## config.mk

```make
export PLATFORM = sky130hd
export DESIGN_NAME = signed_count_rle_decoder_core_flat
export DESIGN_NICKNAME = d
export VERILOG_FILES = /design/src/hdl/scrle_pkg.sv /design/src/hdl/scrle_if.sv /design/src/hdl/signed_count_rle_decoder_core.sv /design/src/flat_wrapper.sv
export VERILOG_INCLUDE_DIRS = /design/src /design/src/hdl
export SDC_FILE = /design/constraint.sdc
export NUM_CORES = 1
export LEC_CHECK = 0
export ABC_CLOCK_PERIOD_IN_PS = 8200
export BUFFER_PORTS_ARGS = -buffer_cell sky130_fd_sc_hd__buf_2
export CORE_MARGIN = 2
export CORE_UTILIZATION = 44
export CTS_CLUSTER_SIZE = 20
export DETAILED_ROUTE_END_ITERATION = 7
export PLACE_DENSITY = 0.67
export SETUP_SLACK_MARGIN = 0.02
export SLEW_MARGIN = 20
export SYNTH_ARGS = -nofsm -noshare
export SYNTH_HDL_FRONTEND = slang
export SYNTH_SLANG_ARGS = --single-unit
export TNS_END_PERCENT = 20
```

## constraint.sdc

```tcl
create_clock -name clk_i -period 8.2 [get_ports clk_i]
set_clock_uncertainty 0.1 [all_clocks]
set_input_delay 0.82 -clock clk_i [delete_from_list [all_inputs] [get_ports clk_i]]
set_output_delay 0.82 -clock clk_i [all_outputs]
set_load 0.005 [all_outputs]
```

## src/hdl/signed_count_rle_decoder_core_defines.svh

```systemverilog
// ----------------------------------------------------------------------------
// Assertion macros for the signed-count run-length decoder
// Shared concurrent assertion forms, clocked and disabled during reset.
// ----------------------------------------------------------------------------
`ifndef SIGNED_COUNT_RLE_DECODER_CORE_DEFINES_SVH
`define SIGNED_COUNT_RLE_DECODER_CORE_DEFINES_SVH

// Consequent must hold in the same cycle as the antecedent.
`define SCRLE_ASSERT_SAME(label, clk, rst_n, ante, cons) \
  label: assert property (@(posedge clk) disable iff (!rst_n) (ante) |-> (cons)) \
    else $error("decoder assertion failed");

// Consequent must hold in the cycle after the antecedent.
`define SCRLE_ASSERT_NEXT(label, clk, rst_n, ante, cons) \
  label: assert property (@(posedge clk) disable iff (!rst_n) (ante) |=> (cons)) \
    else $error("decoder assertion failed");

`endif

```

## src/hdl/scrle_pkg.sv

```systemverilog
// ----------------------------------------------------------------------------
// Signed-count run-length decoder package
// Field widths, reset constants and the result token type.
// ----------------------------------------------------------------------------
package scrle_pkg;

  localparam int unsigned BYTE_W          = 8;
  localparam int unsigned RUN_W           = 16;
  localparam int unsigned CAP_W           = 24;
  localparam int unsigned TOTAL_W         = 24;
  localparam int unsigned LENGTH_BITS_DEF = 24;

  localparam logic [CAP_W-1:0] CAP_RESET = 24'd737280;

  typedef struct packed {
    logic [BYTE_W-1:0]  out_byte;
    logic [RUN_W-1:0]   run_length;
    logic               finished;
    logic [TOTAL_W-1:0] total_written;
  } token_t;

endpackage

```

## src/hdl/scrle_if.sv

```systemverilog
// ----------------------------------------------------------------------------
// Signed-count run-length decoder channels
// Input byte, output token and capacity write channels, valid/ready each.
// ----------------------------------------------------------------------------
interface scrle_in_if;
  import scrle_pkg::*;
  logic              valid;
  logic              ready;
  logic [BYTE_W-1:0] in_byte;
  logic              in_last;
  modport source (output valid, output in_byte, output in_last, input ready);
  modport sink   (input valid, input in_byte, input in_last, output ready);
endinterface

interface scrle_out_if;
  import scrle_pkg::*;
  logic               valid;
  logic               ready;
  logic [BYTE_W-1:0]  out_byte;
  logic [RUN_W-1:0]   run_length;
  logic               finished;
  logic [TOTAL_W-1:0] total_written;
  modport source (output valid, output out_byte, output run_length, output finished,
                  output total_written, input ready);
  modport sink   (input valid, input out_byte, input run_length, input finished,
                  input total_written, output ready);
endinterface

interface scrle_cfg_if;
  import scrle_pkg::*;
  logic             valid;
  logic             ready;
  logic [CAP_W-1:0] data;
  modport source (output valid, output data, input ready);
  modport sink   (input valid, input data, output ready);
endinterface

```

## src/hdl/signed_count_rle_decoder_core.sv

```systemverilog
// ----------------------------------------------------------------------------
// Signed-count run-length decoder core
// Turns a compressed byte stream into (byte, length) tokens, at most one per cycle.
// ----------------------------------------------------------------------------
// Usage:
//   in_i   : one compressed byte per request, in_last marks the final byte.
//   out_o  : tokens (out_byte, run_length, finished, total_written). A repeat
//            record gives one token of clipped length, each literal one token
//            of length one; the consumer expands repeats.
//   cfg_i  : writes output_capacity and restarts the decoder; always ready.
//            Write it only while no request is in flight.
// Throughput: one byte per cycle while out_o does not stall.
// Path: the input register feeds phase update, room clip and capacity
//   compare into the output register, which presents the result.
// Bytes that yield no output (count bytes that do not finish decoding, bytes
//   after finishing) never wait on the output channel.
// Reset: capacity returns to 737280 and the decoder waits for a count.
// Stall: a waiting token holds the output register; a byte that would emit then
//   waits in the input register and in_i.ready drops until out_o moves.
// ----------------------------------------------------------------------------
module signed_count_rle_decoder_core #(
  parameter int unsigned LENGTH_BITS = scrle_pkg::LENGTH_BITS_DEF
) (
  input  logic       clk_i,
  input  logic       rst_ni,
  scrle_in_if.sink   in_i,
  scrle_out_if.source out_o,
  scrle_cfg_if.sink  cfg_i
);
  import scrle_pkg::*;

  `include "signed_count_rle_decoder_core_defines.svh"

  localparam int unsigned CW = (LENGTH_BITS > RUN_W) ? LENGTH_BITS : RUN_W;

  localparam logic [1:0] PH_CNT_LO  = 2'd0;
  localparam logic [1:0] PH_CNT_HI  = 2'd1;
  localparam logic [1:0] PH_REPEAT  = 2'd2;
  localparam logic [1:0] PH_LITERAL = 2'd3;

  // Configuration and decoder state
  logic [CAP_W-1:0]       cap_q;
  logic [1:0]             phase_q, phase_d;
  logic [BYTE_W-1:0]      cnt_lo_q, cnt_lo_d;
  logic [RUN_W-1:0]       lit_q, lit_d;
  logic [RUN_W-1:0]       rep_q, rep_d;
  logic [LENGTH_BITS-1:0] bw_q, bw_d;
  logic                   done_q, done_d;

  // Input register
  logic              in_valid_q;
  logic [BYTE_W-1:0] in_byte_q;
  logic              in_last_q;

  // Output register
  logic   out_valid_q;
  token_t out_tok_q;
  token_t tok;

  logic                   cfg_wr, in_acc, advance, emit, token;
  logic [LENGTH_BITS-1:0] cap_w, room;
  logic [CW-1:0]          rep_ext, room_ext, len_ext;
  logic [RUN_W-1:0]       raw;

  assign cfg_wr      = cfg_i.valid & cfg_i.ready;
  assign cfg_i.ready = 1'b1;
  assign cap_w       = LENGTH_BITS'(cap_q);
  assign room        = cap_w - bw_q;
  assign rep_ext     = CW'(rep_q);
  assign room_ext    = CW'(room);
  assign len_ext     = (rep_ext > room_ext) ? room_ext : rep_ext;
  assign raw         = {in_byte_q, cnt_lo_q};

  always_comb begin
    phase_d  = phase_q;
    cnt_lo_d = cnt_lo_q;
    lit_d    = lit_q;
    rep_d    = rep_q;
    bw_d     = bw_q;
    done_d   = done_q;
    token    = 1'b0;
    emit     = 1'b0;
    tok      = '0;
    if (done_q) begin
      emit = 1'b0;
    end else if (bw_q >= cap_w) begin
      // Image already full when the byte arrives: drop it and finish.
      done_d = 1'b1;
      emit   = 1'b1;
    end else begin
      case (phase_q)
        PH_CNT_LO: begin
          cnt_lo_d = in_byte_q;
          phase_d  = PH_CNT_HI;
        end
        PH_CNT_HI: begin
          if (raw == '0) begin
            done_d  = 1'b1;
            phase_d = PH_CNT_LO;
          end else if (!raw[RUN_W-1]) begin
            rep_d   = raw;
            phase_d = PH_REPEAT;
          end else begin
            lit_d   = RUN_W'(0) - raw;
            phase_d = PH_LITERAL;
          end
        end
        PH_REPEAT: begin
          bw_d           = bw_q + LENGTH_BITS'(len_ext);
          token          = 1'b1;
          tok.out_byte   = in_byte_q;
          tok.run_length = RUN_W'(len_ext);
          rep_d          = '0;
          phase_d        = PH_CNT_LO;
        end
        default: begin
          bw_d           = bw_q + LENGTH_BITS'(1);
          token          = 1'b1;
          tok.out_byte   = in_byte_q;
          tok.run_length = RUN_W'(1);
          if (lit_q != '0) begin
            lit_d = lit_q - RUN_W'(1);
          end
          if (lit_q <= RUN_W'(1)) begin
            phase_d = PH_CNT_LO;
          end
        end
      endcase
      if (token && (bw_d >= cap_w)) begin
        done_d = 1'b1;
      end
      if (in_last_q) begin
        done_d = 1'b1;
      end
      emit = token | done_d;
    end
    tok.finished      = done_d;
    tok.total_written = TOTAL_W'(bw_d);
  end

  // A byte that yields nothing never waits for the output register.
  assign advance    = in_valid_q & (~emit | ~out_valid_q | out_o.ready);
  assign in_i.ready = ~in_valid_q | advance;
  assign in_acc     = in_i.valid & in_i.ready;

  always_ff @(posedge clk_i or negedge rst_ni) begin
    if (!rst_ni) begin
      cap_q   <= CAP_RESET;
      phase_q <= PH_CNT_LO;
      lit_q   <= '0;
      rep_q   <= '0;
      cnt_lo_q <= '0;
      bw_q    <= '0;
      done_q  <= 1'b0;
    end else if (cfg_wr) begin
      cap_q    <= cfg_i.data;
      phase_q  <= PH_CNT_LO;
      lit_q    <= '0;
      rep_q    <= '0;
      cnt_lo_q <= '0;
      bw_q     <= '0;
      done_q   <= 1'b0;
    end else if (advance) begin
      phase_q  <= phase_d;
      lit_q    <= lit_d;
      rep_q    <= rep_d;
      cnt_lo_q <= cnt_lo_d;
      bw_q     <= bw_d;
      done_q   <= done_d;
    end
  end

  always_ff @(posedge clk_i or negedge rst_ni) begin
    if (!rst_ni) begin
      in_valid_q  <= 1'b0;
      out_valid_q <= 1'b0;
    end else begin
      if (in_acc) begin
        in_valid_q <= 1'b1;
      end else if (advance) begin
        in_valid_q <= 1'b0;
      end
      if (advance && emit) begin
        out_valid_q <= 1'b1;
      end else if (out_o.ready) begin
        out_valid_q <= 1'b0;
      end
    end
  end

  always_ff @(posedge clk_i) begin
    if (in_acc) begin
      in_byte_q <= in_i.in_byte;
      in_last_q <= in_i.in_last;
    end
    if (advance && emit) begin
      out_tok_q <= tok;
    end
  end

  assign out_o.valid         = out_valid_q;
  assign out_o.out_byte      = out_tok_q.out_byte;
  assign out_o.run_length    = out_tok_q.run_length;
  assign out_o.finished      = out_tok_q.finished;
  assign out_o.total_written = out_tok_q.total_written;

  // Nothing is produced once decoding has stopped.
  `SCRLE_ASSERT_SAME(a_no_token_after_done, clk_i, rst_ni, done_q, !emit)
  // A token marked finished leaves the decoder stopped.
  `SCRLE_ASSERT_NEXT(a_finished_sets_done, clk_i, rst_ni,
                     advance && emit && tok.finished && !cfg_wr, done_q)
  // The byte count never passes the capacity.
  `SCRLE_ASSERT_SAME(a_count_within_cap, clk_i, rst_ni, 1'b1, bw_q <= cap_w)
  // A literal record always has bytes still to come.
  `SCRLE_ASSERT_SAME(a_literal_nonzero, clk_i, rst_ni, phase_q == PH_LITERAL, lit_q != '0)

endmodule
```

## src/flat_wrapper.sv

```systemverilog
// flat-port wrapper written by rule: the top's interface ports become plain ports
module signed_count_rle_decoder_core_flat import scrle_pkg::*;
#(
  parameter int unsigned LENGTH_BITS = scrle_pkg::LENGTH_BITS_DEF
)
  (clk_i, rst_ni, in_i_valid, in_i_in_byte, in_i_in_last, in_i_ready, out_o_valid, out_o_out_byte, out_o_run_length, out_o_finished, out_o_total_written, out_o_ready, cfg_i_valid, cfg_i_data, cfg_i_ready);
  scrle_in_if in_i_i ();
  scrle_out_if out_o_i ();
  scrle_cfg_if cfg_i_i ();
  input  logic clk_i;
  input  logic rst_ni;
  input wire logic [$bits(in_i_i.valid)-1:0] in_i_valid;
  input wire logic [$bits(in_i_i.in_byte)-1:0] in_i_in_byte;
  input wire logic [$bits(in_i_i.in_last)-1:0] in_i_in_last;
  output wire logic [$bits(in_i_i.ready)-1:0] in_i_ready;
  output wire logic [$bits(out_o_i.valid)-1:0] out_o_valid;
  output wire logic [$bits(out_o_i.out_byte)-1:0] out_o_out_byte;
  output wire logic [$bits(out_o_i.run_length)-1:0] out_o_run_length;
  output wire logic [$bits(out_o_i.finished)-1:0] out_o_finished;
  output wire logic [$bits(out_o_i.total_written)-1:0] out_o_total_written;
  input wire logic [$bits(out_o_i.ready)-1:0] out_o_ready;
  input wire logic [$bits(cfg_i_i.valid)-1:0] cfg_i_valid;
  input wire logic [$bits(cfg_i_i.data)-1:0] cfg_i_data;
  output wire logic [$bits(cfg_i_i.ready)-1:0] cfg_i_ready;
  assign in_i_i.valid = in_i_valid;
  assign in_i_i.in_byte = in_i_in_byte;
  assign in_i_i.in_last = in_i_in_last;
  assign in_i_ready = in_i_i.ready;
  assign out_o_valid = out_o_i.valid;
  assign out_o_out_byte = out_o_i.out_byte;
  assign out_o_run_length = out_o_i.run_length;
  assign out_o_finished = out_o_i.finished;
  assign out_o_total_written = out_o_i.total_written;
  assign out_o_i.ready = out_o_ready;
  assign cfg_i_i.valid = cfg_i_valid;
  assign cfg_i_i.data = cfg_i_data;
  assign cfg_i_ready = cfg_i_i.ready;
  signed_count_rle_decoder_core #(.LENGTH_BITS(LENGTH_BITS)) u_core (.clk_i(clk_i), .rst_ni(rst_ni), .in_i(in_i_i), .out_o(out_o_i), .cfg_i(cfg_i_i));
endmodule
```

### Word level (Yosys, flattened, before mapping)

Cells that the tools add are included.

* add/sub/neg operators: 5
* bitwise operators: 9
* $lt $le $gt $ge: 4
* reductions and logical operators: 19
* equal/unequal tests: 8
* muxes and demuxes: 56

Operator list (count)
* two-way mux 16 bit: 13
* two-way mux 24 bit: 7
* case mux 24 bit (2 select lines): 2
* case mux 16 bit (2 select lines): 2
* >= comparator 24 bit: 2
* two-way mux 8 bit: 5
* adder 24 x 1 -> 24 bit (second input constant): 1
* adder 24 bit: 1
* > comparator 16 x 24 -> 1 bit: 1
* subtractor 24 bit: 1
* two-way mux 1 bit: 20
* less-or-equal comparator 16 x 1 -> 1 bit (second input constant): 1
* zero test 16 bit: 1
* nonzero test 16 bit: 1
* subtractor 1 x 16 -> 16 bit (first input constant): 1
* subtractor 16 x 1 -> 16 bit (second input constant): 1
* two-way mux 2 bit: 6
* AND reduction 4 bit: 2
* nonzero test 2 bit: 4
* AND reduction 7 bit: 1
* inequality test 3 bit (second input constant): 2
* case mux 2 bit (3 select lines): 1
* AND reduction 6 bit: 1
* nonzero test 3 bit: 2
* other kinds (12): 22

* bits of input ports: 38
* register bits: 151
* logic and storage cells: 116
* output and inout port bits: 52

### Longest topological paths before layout

Gate-level depths: netlist (run 1).

* word-level depth: 23
* gate-level depth with buffers: 41
* depth with buffers taken out: 40

### Worst setup path after synthesis (run 1)

OpenSTA, ideal clock, no wires.

* path kind: register to register
* start point: reg u_core.bw_q[1]
* end point: reg u_core.out_tok_q (netlist bit u_core.out_o.finished), data pin
* cell stages (with the launch flop): 40
* setup slack: 0.546 ns
* data arrival time: 7.282 ns
* cells stage by stage: dfrtp_1 inv_1 ha_1 nor2b_1 o31ai_2 a211oi_1 o21ai_0 a21oi_1 o21ai_0 mux2i_1 nor2_1 ha_1 nand2_1 o21ai_0 o21ba_2 o31ai_1 a32o_1 a211oi_2 [... 4 more ...] ha_1 a21o_1 a21o_1 o21a_1 o311ai_0 a21oi_1 nor2_1 o21ai_0 xor2_1 mux2_2 ha_1 a21o_1 a21o_1 a21oi_1 nor2b_1 a211oi_1 o311a_1 nand2_1

* longest elaborated chain between the ends: 15
* elaborated cells between the ends (all ways): 17

RTL lines
* start, declared: line signed_count_rle_decoder_core.sv:47 `logic [LENGTH_BITS-1:0] bw_q, bw_d;`
* start signal, assigned: line signed_count_rle_decoder_core.sv:168 `bw_q <= bw_d;`
* subtractor 24 bit: line signed_count_rle_decoder_core.sv:68 `assign room = cap_w - bw_q;`
* > comparator 16 x 24 -> 1 bit: line signed_count_rle_decoder_core.sv:71 `assign len_ext = (rep_ext > room_ext) ? room_ext : rep_ext;`
* two-way mux 24 bit: line signed_count_rle_decoder_core.sv:71
* adder 24 bit: line signed_count_rle_decoder_core.sv:109 `bw_d = bw_q + LENGTH_BITS'(len_ext);`
* case mux 24 bit (2 select lines): line signed_count_rle_decoder_core.sv:91 `case (phase_q)`
* two-way mux 24 bit: line signed_count_rle_decoder_core.sv:86 `end else if (bw_q >= cap_w) begin`
* two-way mux 24 bit: line signed_count_rle_decoder_core.sv:84 `if (done_q) begin`
* >= comparator 24 bit: line signed_count_rle_decoder_core.sv:129 `if (token && (bw_d >= cap_w)) begin`
* logical AND 1 bit: line signed_count_rle_decoder_core.sv:129
* two-way mux 1 bit: line signed_count_rle_decoder_core.sv:129
* two-way mux 1 bit: line signed_count_rle_decoder_core.sv:132 `if (in_last_q) begin`
* two-way mux 1 bit: line signed_count_rle_decoder_core.sv:86
* two-way mux 1 bit: line signed_count_rle_decoder_core.sv:84
* two-way mux 1 bit (*): line signed_count_rle_decoder_core.sv:86
* two-way mux 1 bit (*): line signed_count_rle_decoder_core.sv:84
* via u_core.done_d: line signed_count_rle_decoder_core.sv:48 `logic done_q, done_d;`
* end signal, assigned: line signed_count_rle_decoder_core.sv:197 `out_tok_q <= tok;`
* end, declared: line signed_count_rle_decoder_core.sv:57 `token_t out_tok_q;`

The timed path passes the listed nets; every way through them passes the cells marked *. The select of a mux whose other input is x is not followed.
A chain may end at the register's enable or synchronous reset.

### Worst setup path in the final report (run 1)

* start point: reg u_core.bw_q[1]
* end point: reg u_core.done_q

* longest elaborated chain between the ends: 21
* elaborated cells between the ends (all ways): 27

RTL lines
* subtractor 24 bit: line signed_count_rle_decoder_core.sv:68
* > comparator 16 x 24 -> 1 bit: line signed_count_rle_decoder_core.sv:71
* two-way mux 24 bit: line signed_count_rle_decoder_core.sv:71
* adder 24 bit: line signed_count_rle_decoder_core.sv:109
* case mux 24 bit (2 select lines): line signed_count_rle_decoder_core.sv:91
* two-way mux 24 bit: line signed_count_rle_decoder_core.sv:86
* two-way mux 24 bit: line signed_count_rle_decoder_core.sv:84
* >= comparator 24 bit: line signed_count_rle_decoder_core.sv:129
* [... 4 more ...]
* two-way mux 1 bit: line signed_count_rle_decoder_core.sv:84
* OR 1 bit: line signed_count_rle_decoder_core.sv:135 `emit = token | done_d;`
* two-way mux 1 bit: line signed_count_rle_decoder_core.sv:86
* two-way mux 1 bit: line signed_count_rle_decoder_core.sv:84
* inverter 1 bit: line signed_count_rle_decoder_core.sv:142 `assign advance = in_valid_q & (~emit | ~out_valid_q | out_o.ready);`
* OR 1 bit (2 in a row): line signed_count_rle_decoder_core.sv:142
* AND 1 bit: line signed_count_rle_decoder_core.sv:142
* nonzero test 2 bit (no line)
* end signal, assigned: line signed_count_rle_decoder_core.sv:169 `done_q <= done_d;`
* end, declared: line signed_count_rle_decoder_core.sv:48

Several ways; a longest one is shown, not always the timed one. The select of a mux whose other input is x is not followed.

==> results of run 1 <==
==> cell type report <==
class,count,area [um2]
Clock buffer,17,425
Fill cell,2380,12100
Tap cell,330,413
Multi-Input combinational cell,973,6700
Clock inverter,15,196
Sequential cell,150,4050
Timing Repair Buffer,130,793
Inverter,76,285
==> power breakdown <==
group	switching, mW	total (mW)	internal [mW]
Sequential	0.0560	0.916	0.861
Clock	0.404	0.821	0.417
Combinational	0.475	0.773	0.297
Total	0.936	2.51	1.57
==> stage by stage <==
step | power, mW | setup slack (ns) | utilization
after floorplan | 1.42 | 0.546 | -
final | 2.51 | 0.272 | 0.515
after CTS | 2.49 | 0.0209 | 0.501
after global placement | 1.65 | 0.0140 | 0.475
after global routing | 2.64 | -0.0775 | 0.515
after detailed placement | 1.66 | -0.0399 | 0.475
==> flip-flops by register name, summed over array words and instances, names as in the netlist <==
signal and cells:
u_core.bw_q 24, u_core.cap_q 24, u_core.out_o.total_written 24, u_core.lit_q 16, u_core.out_o.run_length 16, u_core.rep_q 15
u_core.cnt_lo_q 8, u_core.in_byte_q 8, u_core.out_o.out_byte 8, u_core.phase_q 2, u_core.done_q 1, u_core.in_last_q 1
u_core.in_valid_q 1, u_core.out_o.finished 1, u_core.out_o.valid 1
==> how the worst max path moves through the flow <==
stage               startpoint               endpoint  slack [ns]  cells past startpoint
2_1_floorplan   u_core.bw_q[1]  u_core.out_o.finished        0.55                     39
3_3_place_gp   u_core.cap_q[0]          u_core.done_q        0.01                     39
3_5_place_dp    u_core.bw_q[0]          u_core.done_q       -0.04                     36
4_1_cts         u_core.bw_q[2]          u_core.done_q        0.02                     39
5_1_grt         u_core.bw_q[1]  u_core.out_o.finished       -0.08                     38
6_report        u_core.bw_q[1]          u_core.done_q        0.27                     36
==> cells by family (layout without fill, tap and decap cells) <==
| logic type | Yosys count | in the layout |
|---|---|---|
| AO/OA/AOI/OAI | 333 | 333 |
| XOR/XNOR | 44 | 44 |
| adder cells (fa/ha/maj) | 91 | 91 |
| buffers and inverters | 139 | 238 |
| flip-flops | 150 | 150 |
| multiplexers | 66 | 66 |
| other | 2 | 10 |
| AND/OR/NAND/NOR | 429 | 429 |
==> layer usage <==
layer | wire, um | vias to the layer above | global-route usage
met5 | 0 | - | 0
li1 | - | 4680 | -
met2 | 15100 | 369 | 0.403
met4 | 951 | 0 | 0.0805
met1 | 14900 | 4730 | 0.349
met3 | 2200 | 66 | 0.0451
==> layout by cell type (no fill, tap or decap), types with 15 or more instances in the layout <==
master / synthesis / final
sky130_fd_sc_hd__xnor2_1: 29 / 28
sky130_fd_sc_hd__ha_1: 89 / 83
sky130_fd_sc_hd__inv_1: 74 / 73
sky130_fd_sc_hd__nand2_1: 164 / 164
sky130_fd_sc_hd__mux2i_1: 49 / 46
sky130_fd_sc_hd__o21ai_0: 91 / 84
sky130_fd_sc_hd__edfxtp_1: 58 / 58
sky130_fd_sc_hd__nor3_1: 19 / 18
sky130_fd_sc_hd__a21o_1: 23 / 23
sky130_fd_sc_hd__nand2b_1: 25 / 24
sky130_fd_sc_hd__nor2_1: 77 / 76
sky130_fd_sc_hd__dfrtp_1: 88 / 88
sky130_fd_sc_hd__buf_2: 12 / 86
sky130_fd_sc_hd__mux2_2: 16 / 16
sky130_fd_sc_hd__a21oi_1: 104 / 95
sky130_fd_sc_hd__nand3_1: 47 / 47
sky130_fd_sc_hd__clkbuf_16: 0 / 18
sky130_fd_sc_hd__buf_4: 6 / 41
sky130_fd_sc_hd__xor2_1: 15 / 15
==> synthesized netlist by cell type (12+ instances only) <==
master                     number
sky130_fd_sc_hd__nor3_1        19
sky130_fd_sc_hd__mux2_2        16
sky130_fd_sc_hd__o21ai_0       91
sky130_fd_sc_hd__xor2_1        15
sky130_fd_sc_hd__a21o_1        23
sky130_fd_sc_hd__nor2b_1       15
sky130_fd_sc_hd__a211oi_1      15
sky130_fd_sc_hd__xnor2_1       29
sky130_fd_sc_hd__inv_1         74
sky130_fd_sc_hd__edfxtp_1      58
sky130_fd_sc_hd__buf_2         12
sky130_fd_sc_hd__nand3_1       47
sky130_fd_sc_hd__nand2b_1      25
sky130_fd_sc_hd__clkbuf_1      36
sky130_fd_sc_hd__mux2i_1       49
sky130_fd_sc_hd__nor2_1        77
sky130_fd_sc_hd__dfrtp_1       88
sky130_fd_sc_hd__nand2_1      164
sky130_fd_sc_hd__ha_1          89
sky130_fd_sc_hd__a21oi_1      104
==> critical path, delay by kind of cell (launching register included) <==
kind                       cells  cell delay, ns
and+or+nand+nor                7            1.30
buffers and inverters          2            0.27
muxes                          3            0.85
adders and majority gates      4            1.26
xor gates and xnor gates       1            0.09
AOI/OAI and AO/OA             19            3.52
DFF                            1            0.38
==> timing repair <==
action	in CTS	in global routing
gates cloned	0	1
buffers inserted	0	16
hold endpoints to repair	0	0
setup endpoints to repair	2	2
pin swaps	0	23
gates resized for setup	4	53
==> run summary, run 1 <==
* complete, no violations — outcome
* 0.27 ns — R2R setup slack
* 0.0119 mm2 — Cell Area, Placed
* 150 — number of sinks driven by the clock tree
* 195 mW/mm2 — power density relative to cell area
* register — endpoint kind of the worst setup timing path
* reg -> reg — critical path class
* 825 — DRT iter0 DRCs
* 0.0613 — multiplexer share of the synthesized area
* 0.188 ns — hold slack
* 0.38 ns — slowest stage delay, CP
* 0.613 — Post-synth ARST share
* register — critical path launch point type
* 8.42 ns — required arrival time at the worst endpoint
* 0 — residual overflow from global routing
* 163 um — die boundary width
* sky130_fd_sc_hd__clkbuf_16 — Clock Root Buffer
* 0.967 — final critical-path share of the clock period
* 11 — maximum net fanout on the critical path
* 0.127 mV — VDD IR-drop max
* compound AO/OA/AOI/OAI gates — largest family of logic cells by synthesized area
* 0.45 ns — clock latency at the later pin of the worst-skew pair
* 0 — Synth warnings
* 51,600 um — global-route wire length before repair
* 4 — CTS H-tree depth
* sky130_fd_sc_hd__dfrtp_1 — Slowest cell on crit path
* 1,477 — number of nets in the layout
* 24,300 um — half-perimeter wire length of the detailed placement result
* 1,254 — number of standard cells after synthesis
* 126 MHz — FMAX
* 0 ns — final sum of negative setup slack
* 0.377 — worst slew margin relative to its limit
* 0 — total setup violations reported at the end of the flow
* sky130_fd_sc_hd__dfrtp_1 — top_reg_cell synth
* 15.7% — Syn-to-layout area delta
* 0.0111 mm2 — cell area after synthesis
* 7 — DRT Pass-1 Iters
* built — clock tree from TritonCTS
* 0.192 — share of the synthesized area in compound gates (AO/OA/AOI/OAI)
* 0.0266 mm2 — die area
* sky130_fd_sc_hd__dfrtp_1 (20%), sky130_fd_sc_hd__edfxtp_1 (16%), sky130_fd_sc_hd__ha_1 (10%) — dominant cells by area after synthesis
* 0.0250 mm2 — core footprint
* 0.935 ns — transition time at the pin with the least slew margin
* u_core.bw_q[1] — origin of the critical flop-to-flop path
* 17 — number of buffers added by the clock tree synthesis step
* 0.364 — sequential share of the synthesized area
* 5.82 — routed vias/inst
* 1,642 — total placed cells including tap cells
* 150 — number of synthesized register bits
* 58 — number of enable flip-flop cells after synthesis
* 9,845 — total number of vias
* in -> async — Hold Crit Class
* 0.252 — total track usage
* 0 — Diodes inserted
* 90 — boundary pin count
* 7.93 ns — time the worst path needs with I/O delays and setup
* 0.190 — share of post-route cells with drive strength above 1
* 0.104 — adder-cell area share of the yosys netlist
* 0 — antenna violations before repair
* 0 — remaining number of nets flagged by the antenna check after routing
* 8.14 ns — data arrival time of the worst path
* 58 — number of rows in the core area
* 93 — Cell variety after synth
* 88 — input/output buffers
* 0.0346 — xor/xnor share of the synthesized area
* 0.188 — Synth Area in Simple Gates
* 36 — FF-to-FF path depth
* 0 — number of max-cap violations
* 2 — deepest clock path buffer count
* 9,364 — vias in the first global route
* 33,200 um — Routed Wire Length
* 163 um — Chip Height
* 0 — hold violation count in the final report
* sky130_fd_sc_hd__dfrtp_1 — library cell occupying the most area in the post-synthesis netlist
* 0 — Final Slew Violations
* 1,691 — post-layout instance count excluding filler cells
* 19.6 um — routed length per placed instance
* 0 — Remaining DRCs
* u_core.done_q — reg2reg end
* 0 — post-cts hold buffer count
* 0.958 — routability cong.
* 0.198 — share of the synthesized area in the top cell type
* 0.446 — starting density of the core
* 8.87 um2 — syn_area_per_cell
* 0.08 ns — CTS clock-pin slew for the worst setup and hold paths
* 83 — pin count of the biggest net entering global routing
* 0.0129 mm2 — final design area excluding fillers
* 5.51 nW — standby leakage power
Note: power is estimated with default switching activity, not from simulation.
==> run 2: changes to the inputs <==
--- a/config.mk
+++ b/config.mk
@@ -9,10 +9,10 @@
 export ABC_CLOCK_PERIOD_IN_PS = 8200
 export BUFFER_PORTS_ARGS = -buffer_cell sky130_fd_sc_hd__buf_2
 export CORE_MARGIN = 2
-export CORE_UTILIZATION = 44
+export CORE_UTILIZATION = 35
 export CTS_CLUSTER_SIZE = 20
 export DETAILED_ROUTE_END_ITERATION = 7
-export PLACE_DENSITY = 0.67
+export PLACE_DENSITY = 0.56
 export SETUP_SLACK_MARGIN = 0.02
 export SLEW_MARGIN = 20
 export SYNTH_ARGS = -nofsm -noshare
==> run summary, run 2 (synthesis results as in run 1) <==
* complete, no violations — outcome
* 0.353 — worst slew margin relative to its limit, -0.0241
* 0.41 ns — slowest stage delay, CP, +0.03 ns
* 0 — Diodes inserted, unchanged
* 8.03 ns — data arrival time of the worst path, -0.11 ns
* 54,700 um — global-route wire length before repair, +5.8%
* 0 — Final Slew Violations, unchanged
* 0.25 ns — R2R setup slack, -0.02 ns
* 0.969 — final critical-path share of the clock period, +0.00220
* 0.254 ns — setup slack of the critical path after layout, -0.0180 ns
* 7 — maximum net fanout on the critical path, -4
* 8.28 ns — required arrival time at the worst endpoint, -0.14 ns
* register — critical path launch point type
* 0.187 — share of post-route cells with drive strength above 1, -0.00234
* 65 — pin count of the biggest net entering global routing, -22%
* 0.971 ns — transition time at the pin with the least slew margin, +0.0361 ns
* 0 — total setup violations reported at the end of the flow, unchanged
* 0 — residual overflow from global routing, unchanged
* 7.95 ns — time the worst path needs with I/O delays and setup, +0.0180 ns
* 15.2% — Syn-to-layout area delta
* 0.408 — end-of-flow core utilization, -0.107
* 39 — FF-to-FF path depth, +8.3%
* yes — setup repair after global routing missed its margin
* u_core.bw_q[1] — origin of the critical flop-to-flop path
* u_core.out_o.finished — reg2reg end
* 2 — deepest clock path buffer count, unchanged
* 0.45 ns — clock latency at the later pin of the worst-skew pair, about the same
* 0 — number of max-cap violations, unchanged
* 0.0314 mm2 — core footprint, +26%
* 0.07 ns — CTS clock-pin slew for the worst setup and hold paths, about the same
* 9,736 — total number of vias, -1.1%
* 90 — boundary pin count, unchanged
* 182 um — Chip Height, +12%
* 9,468 — vias in the first global route, +1.1%
* 5 — DRT Pass-1 Iters, -2
* 1,478 — number of nets in the layout, +0.068%
* 720 — DRT iter0 DRCs, -13%
* 0.915 — routability cong., -4.5%
* 0 — Remaining DRCs, unchanged
* reg -> reg — critical path class
* 0.354 — starting density of the core, -0.0912
* 0 — hold violation count in the final report, unchanged
* 182 um — die boundary width, +12%
* 0.214 — total track usage, -0.0388
* 5.48 nW — standby leakage power, -0.59%
* -0.197 ns — Placement Setup Slack, -0.157 ns
* compound AO/OA/AOI/OAI gates — CP top delay family
* 19.9 um — routed length per placed instance, +1.3%
* 4 — Critical path buffers and inverters, +2
* sky130_fd_sc_hd__clkbuf_16 — Clock Root Buffer
* in -> async — Hold Crit Class
* 0 — remaining number of nets flagged by the antenna check after routing, unchanged
* 150 — number of sinks driven by the clock tree, unchanged
* 35,100 um — Routed Wire Length, +5.7%
* 26,200 um — half-perimeter wire length of the detailed placement result, +7.6%
* 0.0332 mm2 — die area, +25%
* 88 — input/output buffers, unchanged
* sky130_fd_sc_hd__ha_2 — Slowest cell on crit path
* 17 — number of buffers added by the clock tree synthesis step, unchanged
* sky130_fd_sc_hd__nand2_1 (164), sky130_fd_sc_hd__a21oi_1 (97), sky130_fd_sc_hd__dfrtp_1 (87) — most frequent cells in the layout
* 4 — CTS H-tree depth, unchanged
* 126 MHz — FMAX, -0.23%
* 65 — number of rows in the core area, +12%
* 0.152 mV — VDD IR-drop max, +20%
* built — clock tree from TritonCTS
* 194 mW/mm2 — power density relative to cell area, -0.79%
* register — endpoint kind of the worst setup timing path
* sky130_fd_sc_hd__nand2_1 — most common cell after layout, fill and taps aside
* 5.52 — routed vias/inst, -5.2%
* 1 — antenna violations before repair, +1
-- run 2: cell count changes in the layout (fill, tap and decap cells not counted), moves of 2 or more --
cell,before,now
sky130_fd_sc_hd__mux2i_4,3,0
sky130_fd_sc_hd__o21ai_1,10,8
sky130_fd_sc_hd__buf_8,2,0
sky130_fd_sc_hd__a21oi_1,95,97
sky130_fd_sc_hd__ha_2,6,4
sky130_fd_sc_hd__clkinv_8,7,1
sky130_fd_sc_hd__clkinv_2,0,3
sky130_fd_sc_hd__mux2i_2,0,4
sky130_fd_sc_hd__buf_4,41,45
-- run 2: routing by layer --
metal  track usage  part of all wire  wire length, um
met2         0.343              0.47            16400
met5             0           0.00026                9
met3        0.0363             0.048             1680
met1         0.294              0.46            16200
met4        0.0658             0.023              814
-- run 2: stage by stage --
step                hold WS, ns  std cells  power (mW)  setup TNS, ns  area [um2]
finish                    0.280       1764        2.48              0       12800
detailed placement        0.409       1718        1.67         -0.357       12000
global route              0.326       1764        2.62         -0.142       12800
floorplan                 0.377       1262        1.42              0       11200
CTS                       0.287       1754        2.47              0       12600
global placement          0.408       1718        1.67         -0.130       12000
-- run 2: layout make-up --
class                           count  area (um2)
Clock buffer                       17         425
Clock inverter                     15         148
Fill cell                        3192       18600
Inverter                           76         285
Multi-Input combinational cell    973        6640
Sequential cell                   150        4050
Tap cell                          402         503
Timing Repair Buffer              131         768
-- run 2: how the worst max path moves through the flow --
| stage | from | to | slack (ns) | depth (start not counted) |
|---|---|---|---|---|
| after global routing | u_core.bw_q[1] | u_core.done_q | -0.08 | 35 |
| final | u_core.bw_q[1] | u_core.out_o.finished | 0.25 | 39 |
| after CTS | u_core.bw_q[1] | u_core.out_o.finished | 0.06 | 40 |
| after global placement | u_core.bw_q[1] | u_core.out_o.finished | -0.11 | 38 |
| after floorplan | u_core.bw_q[1] | u_core.out_o.finished | 0.55 | 39 |
| after detailed placement | u_core.bw_q[1] | u_core.done_q | -0.20 | 37 |
-- run 2: report_power, final --
group / internal [mW] / leakage (nW) / switching [mW] / total, mW
combinational: 0.295 / 3.41 / 0.483 / 0.778
clock: 0.425 / 0.282 / 0.360 / 0.785
sequential: 0.861 / 1.78 / 0.0563 / 0.918
-- run 2: timing repair --
action                                 CTS  global route
hold buffers                             0             0
pin swaps                                1            19
setup endpoints to repair                2             2
resized for setup                        5            39
endpoints found under the hold margin    0             0
setup buffers                            4            10
